[config.mk]
export PLATFORM = sky130hd
export DESIGN_NAME = tlb_fifo_lru_translate
export DESIGN_NICKNAME = d
export VERILOG_FILES = /design/src/rtl/tlbflt_pkg.sv /design/src/rtl/tlbflt_dpath.sv /design/src/rtl/tlbflt_ctrl.sv /design/src/rtl/tlb_fifo_lru_translate.sv
export SDC_FILE = /design/constraint.sdc
export NUM_CORES = 2
export LEC_CHECK = 0
export CORE_ASPECT_RATIO = 0.75
export CORE_MARGIN = 2
export CORE_UTILIZATION = 70
export DETAILED_ROUTE_END_ITERATION = 6
export DONT_BUFFER_PORTS = 1
export PLACE_DENSITY = 0.9
export SETUP_SLACK_MARGIN = 0.4
export SYNTH_ARGS = -nofsm -noshare
export SYNTH_HDL_FRONTEND = slang
export SYNTH_SLANG_ARGS = --single-unit
export TNS_END_PERCENT = 100
[constraint.sdc]
create_clock -name clock -period 12.85 [get_ports clock]
set_input_delay 1.285 -clock clock [delete_from_list [all_inputs] [get_ports clock]]
set_output_delay 1.285 -clock clock [all_outputs]
set_load 0.02 [all_outputs]
[src/rtl/tlbflt_pkg.sv]
// Shared types and constants for the FIFO/LRU translation buffer.
package tlbflt_pkg;

   // Request action codes
   localparam int ACT_W = 2;
   typedef enum logic [ACT_W-1:0] {
      ACT_LOOKUP = 2'd0,
      ACT_FILL   = 2'd1,
      ACT_FLUSH  = 2'd2,
      ACT_RSVD   = 2'd3
   } action_type;

   // Control register file
   localparam int CSR_ADDR_W = 1;
   localparam int CSR_DATA_W = 5;
   localparam logic [CSR_ADDR_W-1:0] CSR_MODE = 1'b0;
   localparam logic [CSR_ADDR_W-1:0] CSR_SIZE = 1'b1;
   localparam logic [CSR_DATA_W-1:0] SIZE_RESET = 5'd4;

   // Datapath operations issued by the controller
   typedef enum logic [2:0] {
      OP_NONE       = 3'd0,
      OP_TOUCH      = 3'd1,
      OP_DROP_MATCH = 3'd2,
      OP_DROP_HEAD  = 3'd3,
      OP_INSERT     = 3'd4,
      OP_FLUSH      = 3'd5
   } op_type;

   typedef struct packed {
      logic   capture;   // latch the incoming request word
      op_type op;
      logic   load_rsp;  // move the result into the output register
   } dp_cmd_type;

   typedef struct packed {
      logic fill_match;  // a valid entry shares the fill page or frame
      logic at_limit;    // occupancy at or above the size limit
      logic rsp_free;    // output register can take a word this cycle
   } dp_stat_type;

endpackage

[src/rtl/tlbflt_dpath.sv]
// Entry storage, age ranks, search logic and output register.
module tlbflt_dpath
   import tlbflt_pkg::*;
#(
   parameter int MAX_ENTRIES = 16,
   parameter int PAGE_BITS   = 20,
   parameter int FRAME_BITS  = 20
) (
   input  logic                  clock,
   input  logic                  reset,
   input  logic                  csr_we,
   input  logic [CSR_ADDR_W-1:0] csr_addr,
   input  logic [CSR_DATA_W-1:0] csr_wdata,
   input  logic [ACT_W-1:0]      req_action,
   input  logic [PAGE_BITS-1:0]  req_page,
   input  logic [FRAME_BITS-1:0] req_frame,
   input  dp_cmd_type            cmd,
   output dp_stat_type           stat,
   output logic                  rsp_tvalid,
   input  logic                  rsp_tready,
   output logic                  rsp_hit,
   output logic [FRAME_BITS-1:0] rsp_frame
);

   localparam int IW = (MAX_ENTRIES > 1) ? $clog2(MAX_ENTRIES) : 1;
   localparam int CW = $clog2(MAX_ENTRIES + 1);
   localparam int LW = (CW > CSR_DATA_W) ? CW : CSR_DATA_W;

   logic                  mode_ff;
   logic [CSR_DATA_W-1:0] size_ff;

   logic [ACT_W-1:0]      req_action_ff;
   logic [PAGE_BITS-1:0]  req_page_ff;
   logic [FRAME_BITS-1:0] req_frame_ff;

   logic [MAX_ENTRIES-1:0] valid_ff, valid_in;
   logic [PAGE_BITS-1:0]   tag_ff  [MAX_ENTRIES];
   logic [PAGE_BITS-1:0]   tag_in  [MAX_ENTRIES];
   logic [FRAME_BITS-1:0]  frm_ff  [MAX_ENTRIES];
   logic [FRAME_BITS-1:0]  frm_in  [MAX_ENTRIES];
   logic [IW-1:0]          rank_ff [MAX_ENTRIES];
   logic [IW-1:0]          rank_in [MAX_ENTRIES];
   logic [CW-1:0]          count_ff, count_in;

   logic                  rsp_valid_ff, rsp_valid_in;
   logic                  rsp_hit_ff, rsp_hit_in;
   logic [FRAME_BITS-1:0] rsp_frame_ff, rsp_frame_in;

   logic [MAX_ENTRIES-1:0] hit_vec, match_vec, head_vec;
   logic [IW-1:0]          hit_idx, match_idx, head_idx, free_idx, drop_idx;
   logic                   hit_any;
   logic [IW-1:0]          drop_rank, touch_rank, last_rank;
   logic [LW-1:0]          limit;
   logic                   res_hit;
   logic [FRAME_BITS-1:0]  res_frame;

   // Parallel compare across all slots, lowest index wins
   always_comb begin
      hit_idx   = '0;
      match_idx = '0;
      head_idx  = '0;
      free_idx  = '0;
      for (int s = 0; s < MAX_ENTRIES; s++) begin
         hit_vec[s]   = valid_ff[s] && (tag_ff[s] == req_page_ff);
         match_vec[s] = valid_ff[s] &&
                        ((tag_ff[s] == req_page_ff) || (frm_ff[s] == req_frame_ff));
         head_vec[s]  = valid_ff[s] && (rank_ff[s] == '0);
      end
      for (int s = MAX_ENTRIES - 1; s >= 0; s--) begin
         if (hit_vec[s])   hit_idx   = IW'(s);
         if (match_vec[s]) match_idx = IW'(s);
         if (head_vec[s])  head_idx  = IW'(s);
         if (!valid_ff[s]) free_idx  = IW'(s);
      end
   end

   assign hit_any = |hit_vec;

   // Size register clamped to 1..MAX_ENTRIES
   always_comb begin
      if (size_ff == '0) begin
         limit = LW'(1);
      end else if (LW'(size_ff) > LW'(MAX_ENTRIES)) begin
         limit = LW'(MAX_ENTRIES);
      end else begin
         limit = LW'(size_ff);
      end
   end

   assign stat.fill_match = |match_vec;
   assign stat.at_limit   = (LW'(count_ff) >= limit) && (count_ff != '0);
   assign stat.rsp_free   = !rsp_valid_ff || rsp_tready;

   assign drop_idx   = (cmd.op == OP_DROP_HEAD) ? head_idx : match_idx;
   assign drop_rank  = rank_ff[drop_idx];
   assign touch_rank = rank_ff[hit_idx];
   assign last_rank  = IW'(count_ff - CW'(1));

   // Entry and rank update
   always_comb begin
      valid_in = valid_ff;
      tag_in   = tag_ff;
      frm_in   = frm_ff;
      rank_in  = rank_ff;
      count_in = count_ff;
      unique case (cmd.op) inside
         OP_TOUCH: begin
            if (mode_ff && hit_any) begin
               for (int s = 0; s < MAX_ENTRIES; s++) begin
                  if (valid_ff[s] && (rank_ff[s] > touch_rank)) begin
                     rank_in[s] = rank_ff[s] - IW'(1);
                  end
               end
               rank_in[hit_idx] = last_rank;
            end
         end
         OP_DROP_MATCH, OP_DROP_HEAD: begin
            for (int s = 0; s < MAX_ENTRIES; s++) begin
               if (valid_ff[s] && (rank_ff[s] > drop_rank)) begin
                  rank_in[s] = rank_ff[s] - IW'(1);
               end
            end
            valid_in[drop_idx] = 1'b0;
            count_in           = count_ff - CW'(1);
         end
         OP_INSERT: begin
            valid_in[free_idx] = 1'b1;
            tag_in[free_idx]   = req_page_ff;
            frm_in[free_idx]   = req_frame_ff;
            rank_in[free_idx]  = IW'(count_ff);
            count_in           = count_ff + CW'(1);
         end
         OP_FLUSH: begin
            valid_in = '0;
            count_in = '0;
         end
         default: begin
         end
      endcase
   end

   // Result: only a lookup reports a hit; lookups never change tags
   assign res_hit   = (req_action_ff == ACT_LOOKUP) && hit_any;
   assign res_frame = res_hit ? frm_ff[hit_idx] : '0;

   always_comb begin
      rsp_valid_in = rsp_valid_ff;
      rsp_hit_in   = rsp_hit_ff;
      rsp_frame_in = rsp_frame_ff;
      if (cmd.load_rsp) begin
         rsp_valid_in = 1'b1;
         rsp_hit_in   = res_hit;
         rsp_frame_in = res_frame;
      end else if (rsp_tready) begin
         rsp_valid_in = 1'b0;
      end
   end

   always_ff @(posedge clock) begin
      if (reset) begin
         mode_ff      <= 1'b0;
         size_ff      <= SIZE_RESET;
         valid_ff     <= '0;
         count_ff     <= '0;
         rsp_valid_ff <= 1'b0;
      end else begin
         if (csr_we) begin
            unique case (csr_addr)
               CSR_MODE: mode_ff <= csr_wdata[0];
               CSR_SIZE: size_ff <= csr_wdata;
               default: begin
               end
            endcase
         end
         valid_ff     <= valid_in;
         count_ff     <= count_in;
         rsp_valid_ff <= rsp_valid_in;
      end
   end

   always_ff @(posedge clock) begin
      if (cmd.capture) begin
         req_action_ff <= req_action;
         req_page_ff   <= req_page;
         req_frame_ff  <= req_frame;
      end
      tag_ff       <= tag_in;
      frm_ff       <= frm_in;
      rank_ff      <= rank_in;
      rsp_hit_ff   <= rsp_hit_in;
      rsp_frame_ff <= rsp_frame_in;
   end

   assign rsp_tvalid = rsp_valid_ff;
   assign rsp_hit    = rsp_hit_ff;
   assign rsp_frame  = rsp_frame_ff;

endmodule

[src/rtl/tlbflt_ctrl.sv]
// Sequencer for lookup, fill and flush operations.
module tlbflt_ctrl
   import tlbflt_pkg::*;
(
   input  logic             clock,
   input  logic             reset,
   input  logic             req_tvalid,
   output logic             req_tready,
   input  logic [ACT_W-1:0] req_action,
   input  dp_stat_type      stat,
   output dp_cmd_type       cmd
);

   typedef enum logic [5:0] {
      S_IDLE   = 6'b000001,
      S_LOOKUP = 6'b000010,
      S_DROP   = 6'b000100,
      S_EVICT  = 6'b001000,
      S_FLUSH  = 6'b010000,
      S_FINISH = 6'b100000
   } state_type;

   state_type state_ff, state_in;

   always_comb begin
      state_in     = state_ff;
      req_tready   = 1'b0;
      cmd.capture  = 1'b0;
      cmd.op       = OP_NONE;
      cmd.load_rsp = 1'b0;
      unique case (state_ff)
         S_IDLE: begin
            req_tready = 1'b1;
            if (req_tvalid) begin
               cmd.capture = 1'b1;
               unique case (req_action)
                  ACT_LOOKUP: state_in = S_LOOKUP;
                  ACT_FILL:   state_in = S_DROP;
                  ACT_FLUSH:  state_in = S_FLUSH;
                  default:    state_in = S_FINISH;
               endcase
            end
         end
         S_LOOKUP: begin
            cmd.op = OP_TOUCH;
            if (stat.rsp_free) begin
               cmd.load_rsp = 1'b1;
               state_in     = S_IDLE;
            end else begin
               state_in = S_FINISH;
            end
         end
         S_DROP: begin
            // one matching entry removed per cycle
            if (stat.fill_match) begin
               cmd.op = OP_DROP_MATCH;
            end else begin
               state_in = S_EVICT;
            end
         end
         S_EVICT: begin
            if (stat.at_limit) begin
               cmd.op = OP_DROP_HEAD;
            end else begin
               cmd.op = OP_INSERT;
               if (stat.rsp_free) begin
                  cmd.load_rsp = 1'b1;
                  state_in     = S_IDLE;
               end else begin
                  state_in = S_FINISH;
               end
            end
         end
         S_FLUSH: begin
            cmd.op = OP_FLUSH;
            if (stat.rsp_free) begin
               cmd.load_rsp = 1'b1;
               state_in     = S_IDLE;
            end else begin
               state_in = S_FINISH;
            end
         end
         S_FINISH: begin
            if (stat.rsp_free) begin
               cmd.load_rsp = 1'b1;
               state_in     = S_IDLE;
            end
         end
         default: state_in = S_IDLE;
      endcase
   end

   always_ff @(posedge clock) begin
      if (reset) begin
         state_ff <= S_IDLE;
      end else begin
         state_ff <= state_in;
      end
   end

endmodule

[src/rtl/tlb_fifo_lru_translate.sv]
// Top level of the fully associative FIFO/LRU page translation buffer.
//
//  channel  | dir | handshake                | payload
//  ---------+-----+--------------------------+-----------------------------------
//  req_     | in  | req_tvalid / req_tready  | action, page_number, fill_frame
//  rsp_     | out | rsp_tvalid / rsp_tready  | hit, frame_number
//  csr_     | in  | csr_we (no wait)         | csr_addr 0 mode, 1 size limit
//
//  A lookup is accepted, then compares and updates ranks in the lookup state.
//  A fill drops each entry matching its page or frame, then evicts queue heads,
//  one per cycle through the shared rank-update logic, and then inserts the entry.
//  A flush clears the table; the reserved action code goes straight to finish.
//  Reset clears all valid bits, the occupancy count and the output register.
//  A stalled rsp_ holds its word; the next word is accepted and worked on
//  meanwhile, and its result waits in the finish state until the register frees.
module tlb_fifo_lru_translate
   import tlbflt_pkg::*;
#(
   parameter int MAX_ENTRIES = 16,
   parameter int PAGE_BITS   = 20,
   parameter int FRAME_BITS  = 20
) (
   input  logic                                       clock,
   input  logic                                       reset,
   input  logic                                       req_tvalid,
   output logic                                       req_tready,
   // action, page_number, fill_frame (low bit up), zero padded
   input  logic [((ACT_W+PAGE_BITS+FRAME_BITS+7)/8)*8-1:0] req_tdata,
   output logic                                       rsp_tvalid,
   input  logic                                       rsp_tready,
   // hit, frame_number (low bit up), zero padded
   output logic [((1+FRAME_BITS+7)/8)*8-1:0]          rsp_tdata,
   input  logic                                       csr_we,
   input  logic [CSR_ADDR_W-1:0]                      csr_addr,
   input  logic [CSR_DATA_W-1:0]                      csr_wdata
);

   localparam int RSP_W   = 1 + FRAME_BITS;
   localparam int RSP_PAD = ((RSP_W + 7) / 8) * 8;

   logic [ACT_W-1:0]      req_action;
   logic [PAGE_BITS-1:0]  req_page;
   logic [FRAME_BITS-1:0] req_frame;
   logic                  rsp_hit;
   logic [FRAME_BITS-1:0] rsp_frame;
   dp_cmd_type            cmd;
   dp_stat_type           stat;

   // request word unpack
   assign req_action = req_tdata[ACT_W-1:0];
   assign req_page   = req_tdata[ACT_W+PAGE_BITS-1:ACT_W];
   assign req_frame  = req_tdata[ACT_W+PAGE_BITS+FRAME_BITS-1:ACT_W+PAGE_BITS];

   tlbflt_ctrl u_ctrl (
      .clock      (clock),
      .reset      (reset),
      .req_tvalid (req_tvalid),
      .req_tready (req_tready),
      .req_action (req_action),
      .stat       (stat),
      .cmd        (cmd)
   );

   tlbflt_dpath #(
      .MAX_ENTRIES (MAX_ENTRIES),
      .PAGE_BITS   (PAGE_BITS),
      .FRAME_BITS  (FRAME_BITS)
   ) u_dpath (
      .clock      (clock),
      .reset      (reset),
      .csr_we     (csr_we),
      .csr_addr   (csr_addr),
      .csr_wdata  (csr_wdata),
      .req_action (req_action),
      .req_page   (req_page),
      .req_frame  (req_frame),
      .cmd        (cmd),
      .stat       (stat),
      .rsp_tvalid (rsp_tvalid),
      .rsp_tready (rsp_tready),
      .rsp_hit    (rsp_hit),
      .rsp_frame  (rsp_frame)
   );

   // response word pack, hit in bit 0
   assign rsp_tdata = RSP_PAD'({rsp_frame, rsp_hit});

endmodule

==> flow_metrics.env <==
export IMPL_outcome="finished, violations left"
export IMPL_violations="DRC, capacitance limit, slew limit"
export IMPL_io_buffers=0
export IMPL_cts_resized=0
export IMPL_worstSetupStartpointType="register"
export IMPL_vias=35900
export IMPL_synthCells=3850
export IMPL_fp_row_count=81
export IMPL_dr_pass1_iters=7
export IMPL_fin_worst_skew_ns=0.0293
export IMPL_holdPathStages=2
export IMPL_drt_iter0_drc=6665
export IMPL_holdCritStartpoint="u_dpath.size_ff[0]"
export IMPL_fin_crit_ns=8.19
export IMPL_fin_crit_sh_pct=63.7
export IMPL_met3_usage_pct=14.3
export IMPL_layout_nets=4039
export IMPL_die_x_um=300
export IMPL_yosysWarnings=0
export IMPL_wl_per_cell_um=30.7
export IMPL_grt_total_usage_pct=42.5
export IMPL_initial_core_util_pct=70.6
export IMPL_netlist_area_mm2=0.0459
export IMPL_whs_ns=0.470
export IMPL_tritoncts="done"
export IMPL_cp_required_ns=13.21
export IMPL_regToRegStartpoint="u_dpath.req_page_ff[0]"
export IMPL_setup_tns_ns=0
export IMPL_slew_headroom_pct=-0.531
export IMPL_ios=85
export IMPL_drv_cap=1
export IMPL_synth_edf_count=767
export IMPL_grt_pass1_vias=34100
export IMPL_fillers=3705
export IMPL_gp_congestion=1.02
export IMPL_root_buffer="clkbuf_16"
export IMPL_gr_total_overflow=0
export IMPL_worstMarginPinSlew_ns=1.50
export IMPL_rsz0062_at_grt="no"
export IMPL_cts_setup_buffers=0
export IMPL_grt_max_degree=71
export IMPL_power_density_mw_per_mm2=118
export IMPL_wl_um=146000
export IMPL_die_area_mm2=0.0676
export IMPL_endpoint_kind="register"
export IMPL_worstSkewPairLatency_ns=0.66
export IMPL_cpMaxStageDelayCell="nand2_1"
export IMPL_slew_viol_final=1
export IMPL_syn_to_final_growth_pct=7.72
export IMPL_worstPathArrival_ns=8.55
export IMPL_r2r_slack_ns=4.66
export IMPL_cts_sinks=801
export IMPL_power_leakage_nw=16.7
export IMPL_ff_latch_area_mm2=0.0237
export IMPL_min_path_type="register to register"
export IMPL_grtUsageMet2_pct=62.0
export IMPL_htreeDepth=3
export IMPL_hold_violations=0
export IMPL_synth_seq_area_share_pct=51.7
export IMPL_syn_avg_cell_area_um2=11.9
export IMPL_peakVddDrop_mv=0.138
export IMPL_core_area_mm2=0.0650
export IMPL_grt_pass1_wl_um=214000
export IMPL_multiInputGateArea_mm2=0.0210
export IMPL_critPathMaxFanout=33
export IMPL_cts_hold_buf=0
export IMPL_antenna_left=0
export IMPL_clk_pin_slew_ns=0.07
export IMPL_chipHeight_um=226
export IMPL_reg2reg_depth=21
export IMPL_synth_seq_cells=801
export IMPL_path_common_cell="o21ai_1"
export IMPL_use_met1_pct=55.4
export IMPL_fmax_ghz=0.122
export IMPL_dp_hpwl_um=92000
export IMPL_cts_buffers=78
export IMPL_finalSetupViolCount=0
export IMPL_hold_path_end="u_dpath.size_ff[0]"
export IMPL_layout_drive_gt1_share_pct=8.31
export IMPL_antenna_found_initial=5
export IMPL_clockBufferDepth=3
export IMPL_crit_type="register to register"
export IMPL_viasPerCell=7.55
export IMPL_async_reset_ff_share_pct=0
export IMPL_r2r_end="u_dpath.rank_ff[24]"
export IMPL_yosysUniqueCellTypes=94
export IMPL_grt_busiest_layer="met2"
export IMPL_slowest_delay_ns=0.93
export IMPL_synth_ff_type="edfxtp_1"
export IMPL_drc=80
export IMPL_path_cells="buf_4, xnor2_1, nand2_1, or3b_1, nor4_1, a211oi_1, o21ai_1, a21oi_1, o21ai_1, nand2_1, o211ai_1, or3_1, ha_1, nor2b_1, o21a_1, o21a_1, o211ai_1, nor2_1, mux2_2, a22oi_1, o21ai_1"
sequential cells by signal, summed over array words and instances (netlist names):
| name | count |
|---|---|
| u_dpath.frm_ff | 320 |
| u_dpath.tag_ff | 320 |
| u_dpath.rank_ff | 64 |
| u_dpath.req_frame_ff | 20 |
| u_dpath.req_page_ff | 20 |
| u_dpath.rsp_frame | 20 |
| u_dpath.valid_ff | 16 |
| u_ctrl.state_ff | 6 |
| u_dpath.count_ff | 5 |
| u_dpath.size_ff | 5 |
| u_dpath.req_action_ff | 2 |
| u_dpath.mode_ff | 1 |
| u_dpath.rsp_hit | 1 |
| u_dpath.rsp_tvalid | 1 |
metal layers:
layer | up-vias | wire [µm] | part of all wire, %
li1 | 14600 | - | -
met5 | - | 88 | 0.060
met4 | 6 | 10300 | 7.1
met1 | 17000 | 50300 | 35
met2 | 3510 | 61500 | 42
met3 | 831 | 23600 | 16
cell usage in the layout, fill, tap and decap left out, drive strengths merged, types with 82 or more instances in the layout:
master  netlist  final
o22ai        82     82
nand2       175    175
clkbuf       82     90
a21oi        96     96
mux2i       241    241
ha          167    167
nand3        98     98
buf         136     99
nor4         84     84
xor2        114    114
edfxtp      767    767
nor2        178    178
xnor2       570    570
nand4       250    250
power breakdown:
part / total [mW] / switching, mW / internal (mW)
sequential: 2.91 / 0.0107 / 2.90
clock: 2.43 / 1.07 / 1.37
combinational: 0.485 / 0.338 / 0.147
layout make-up:
cell class / instances / area share [%]
antenna: 4 / 0.0203
timing repair buffer: 99 / 1.50
tap: 871 / 2.21
clock buffer: 90 / 4.11
multi-input combinational: 2778 / 42.5
inverter: 55 / 0.418
sequential: 801 / 48.0
clock inverter: 50 / 1.23
synth_stat cells, types with 13 or more instances:
| library cell | instances | area (µm²) |
|---|---|---|
| dfxtp_1 | 34 | 681 |
| a31oi_1 | 28 | 175 |
| nor4_1 | 84 | 526 |
| buf_2 | 88 | 440 |
| nand3_1 | 98 | 490 |
| mux2_2 | 39 | 439 |
| nand4_1 | 250 | 1560 |
| nor3_1 | 74 | 370 |
| a211oi_1 | 50 | 375 |
| xnor2_1 | 566 | 4960 |
| and2_1 | 13 | 81.3 |
| o22ai_1 | 82 | 513 |
| nand2_1 | 173 | 649 |
| nor4b_1 | 16 | 140 |
| xor2_1 | 114 | 998 |
| o221ai_1 | 34 | 298 |
| ha_1 | 167 | 2090 |
| nor2_1 | 178 | 668 |
| o21ai_1 | 25 | 125 |
| edfxtp_1 | 767 | 23000 |
| nor2b_1 | 44 | 275 |
| a21oi_1 | 95 | 475 |
| o21a_1 | 46 | 345 |
| buf_4 | 35 | 263 |
| nor3b_1 | 36 | 270 |
| o21ai_0 | 52 | 260 |
| o211ai_1 | 25 | 188 |
| inv_1 | 54 | 203 |
| mux2i_1 | 241 | 2410 |
| nand2b_1 | 36 | 225 |
| clkbuf_1 | 82 | 308 |
worst max-delay path: cells and delay by family (launching register included):
family                   cells  cell delay (ns)
AO/OA/AOI/OAI               10             2.87
XOR/XNOR                     1             0.26
adder cells (fa/ha/maj)      1             0.41
buffers and inverters        1             0.51
flip-flops                   1             0.32
multiplexers                 1             0.28
AND/OR/NAND/NOR              7             3.20
metrics by stage:
stage                     area [µm²]  instances  power, mW  setup WS, ns  util, %
final                          49400       4748       5.82          4.66     76.0
after global routing           49400       4745       5.91          4.45     76.0
after CTS                      49400       4744       5.78          5.12     76.0
after detailed placement       46700       4604       3.42          5.19     72.0
after global placement         46700       4604       3.40          5.35     72.0
after floorplan                45900       3852       3.29          6.02        -
how the worst max path moves through the flow:
stage	startpoint	endpoint	slack, ns
after global placement	u_dpath.req_page_ff[7]	u_dpath.rank_ff[42]	5.35
after detailed placement	u_dpath.req_page_ff[0]	u_dpath.rank_ff[28]	5.19
final	u_dpath.req_page_ff[0]	u_dpath.rank_ff[24]	4.66
after floorplan	u_dpath.count_ff[0]	u_dpath.frm_ff[60]	6.02
after global routing	u_dpath.req_page_ff[0]	u_dpath.rank_ff[28]	4.45
after CTS	u_dpath.req_page_ff[12]	u_dpath.rank_ff[28]	5.12
cells by family after synthesis:
kind of cell	synth area share, %
buffers and inverters	2.89
adders and majority gates	4.56
xor gates and xnor gates	13.1
AOI/OAI and AO/OA	7.96
other	0.00818
and+or+nand+nor	13.4
DFF	51.7
muxes	6.32
Note: power is estimated with default switching activity, not from simulation.
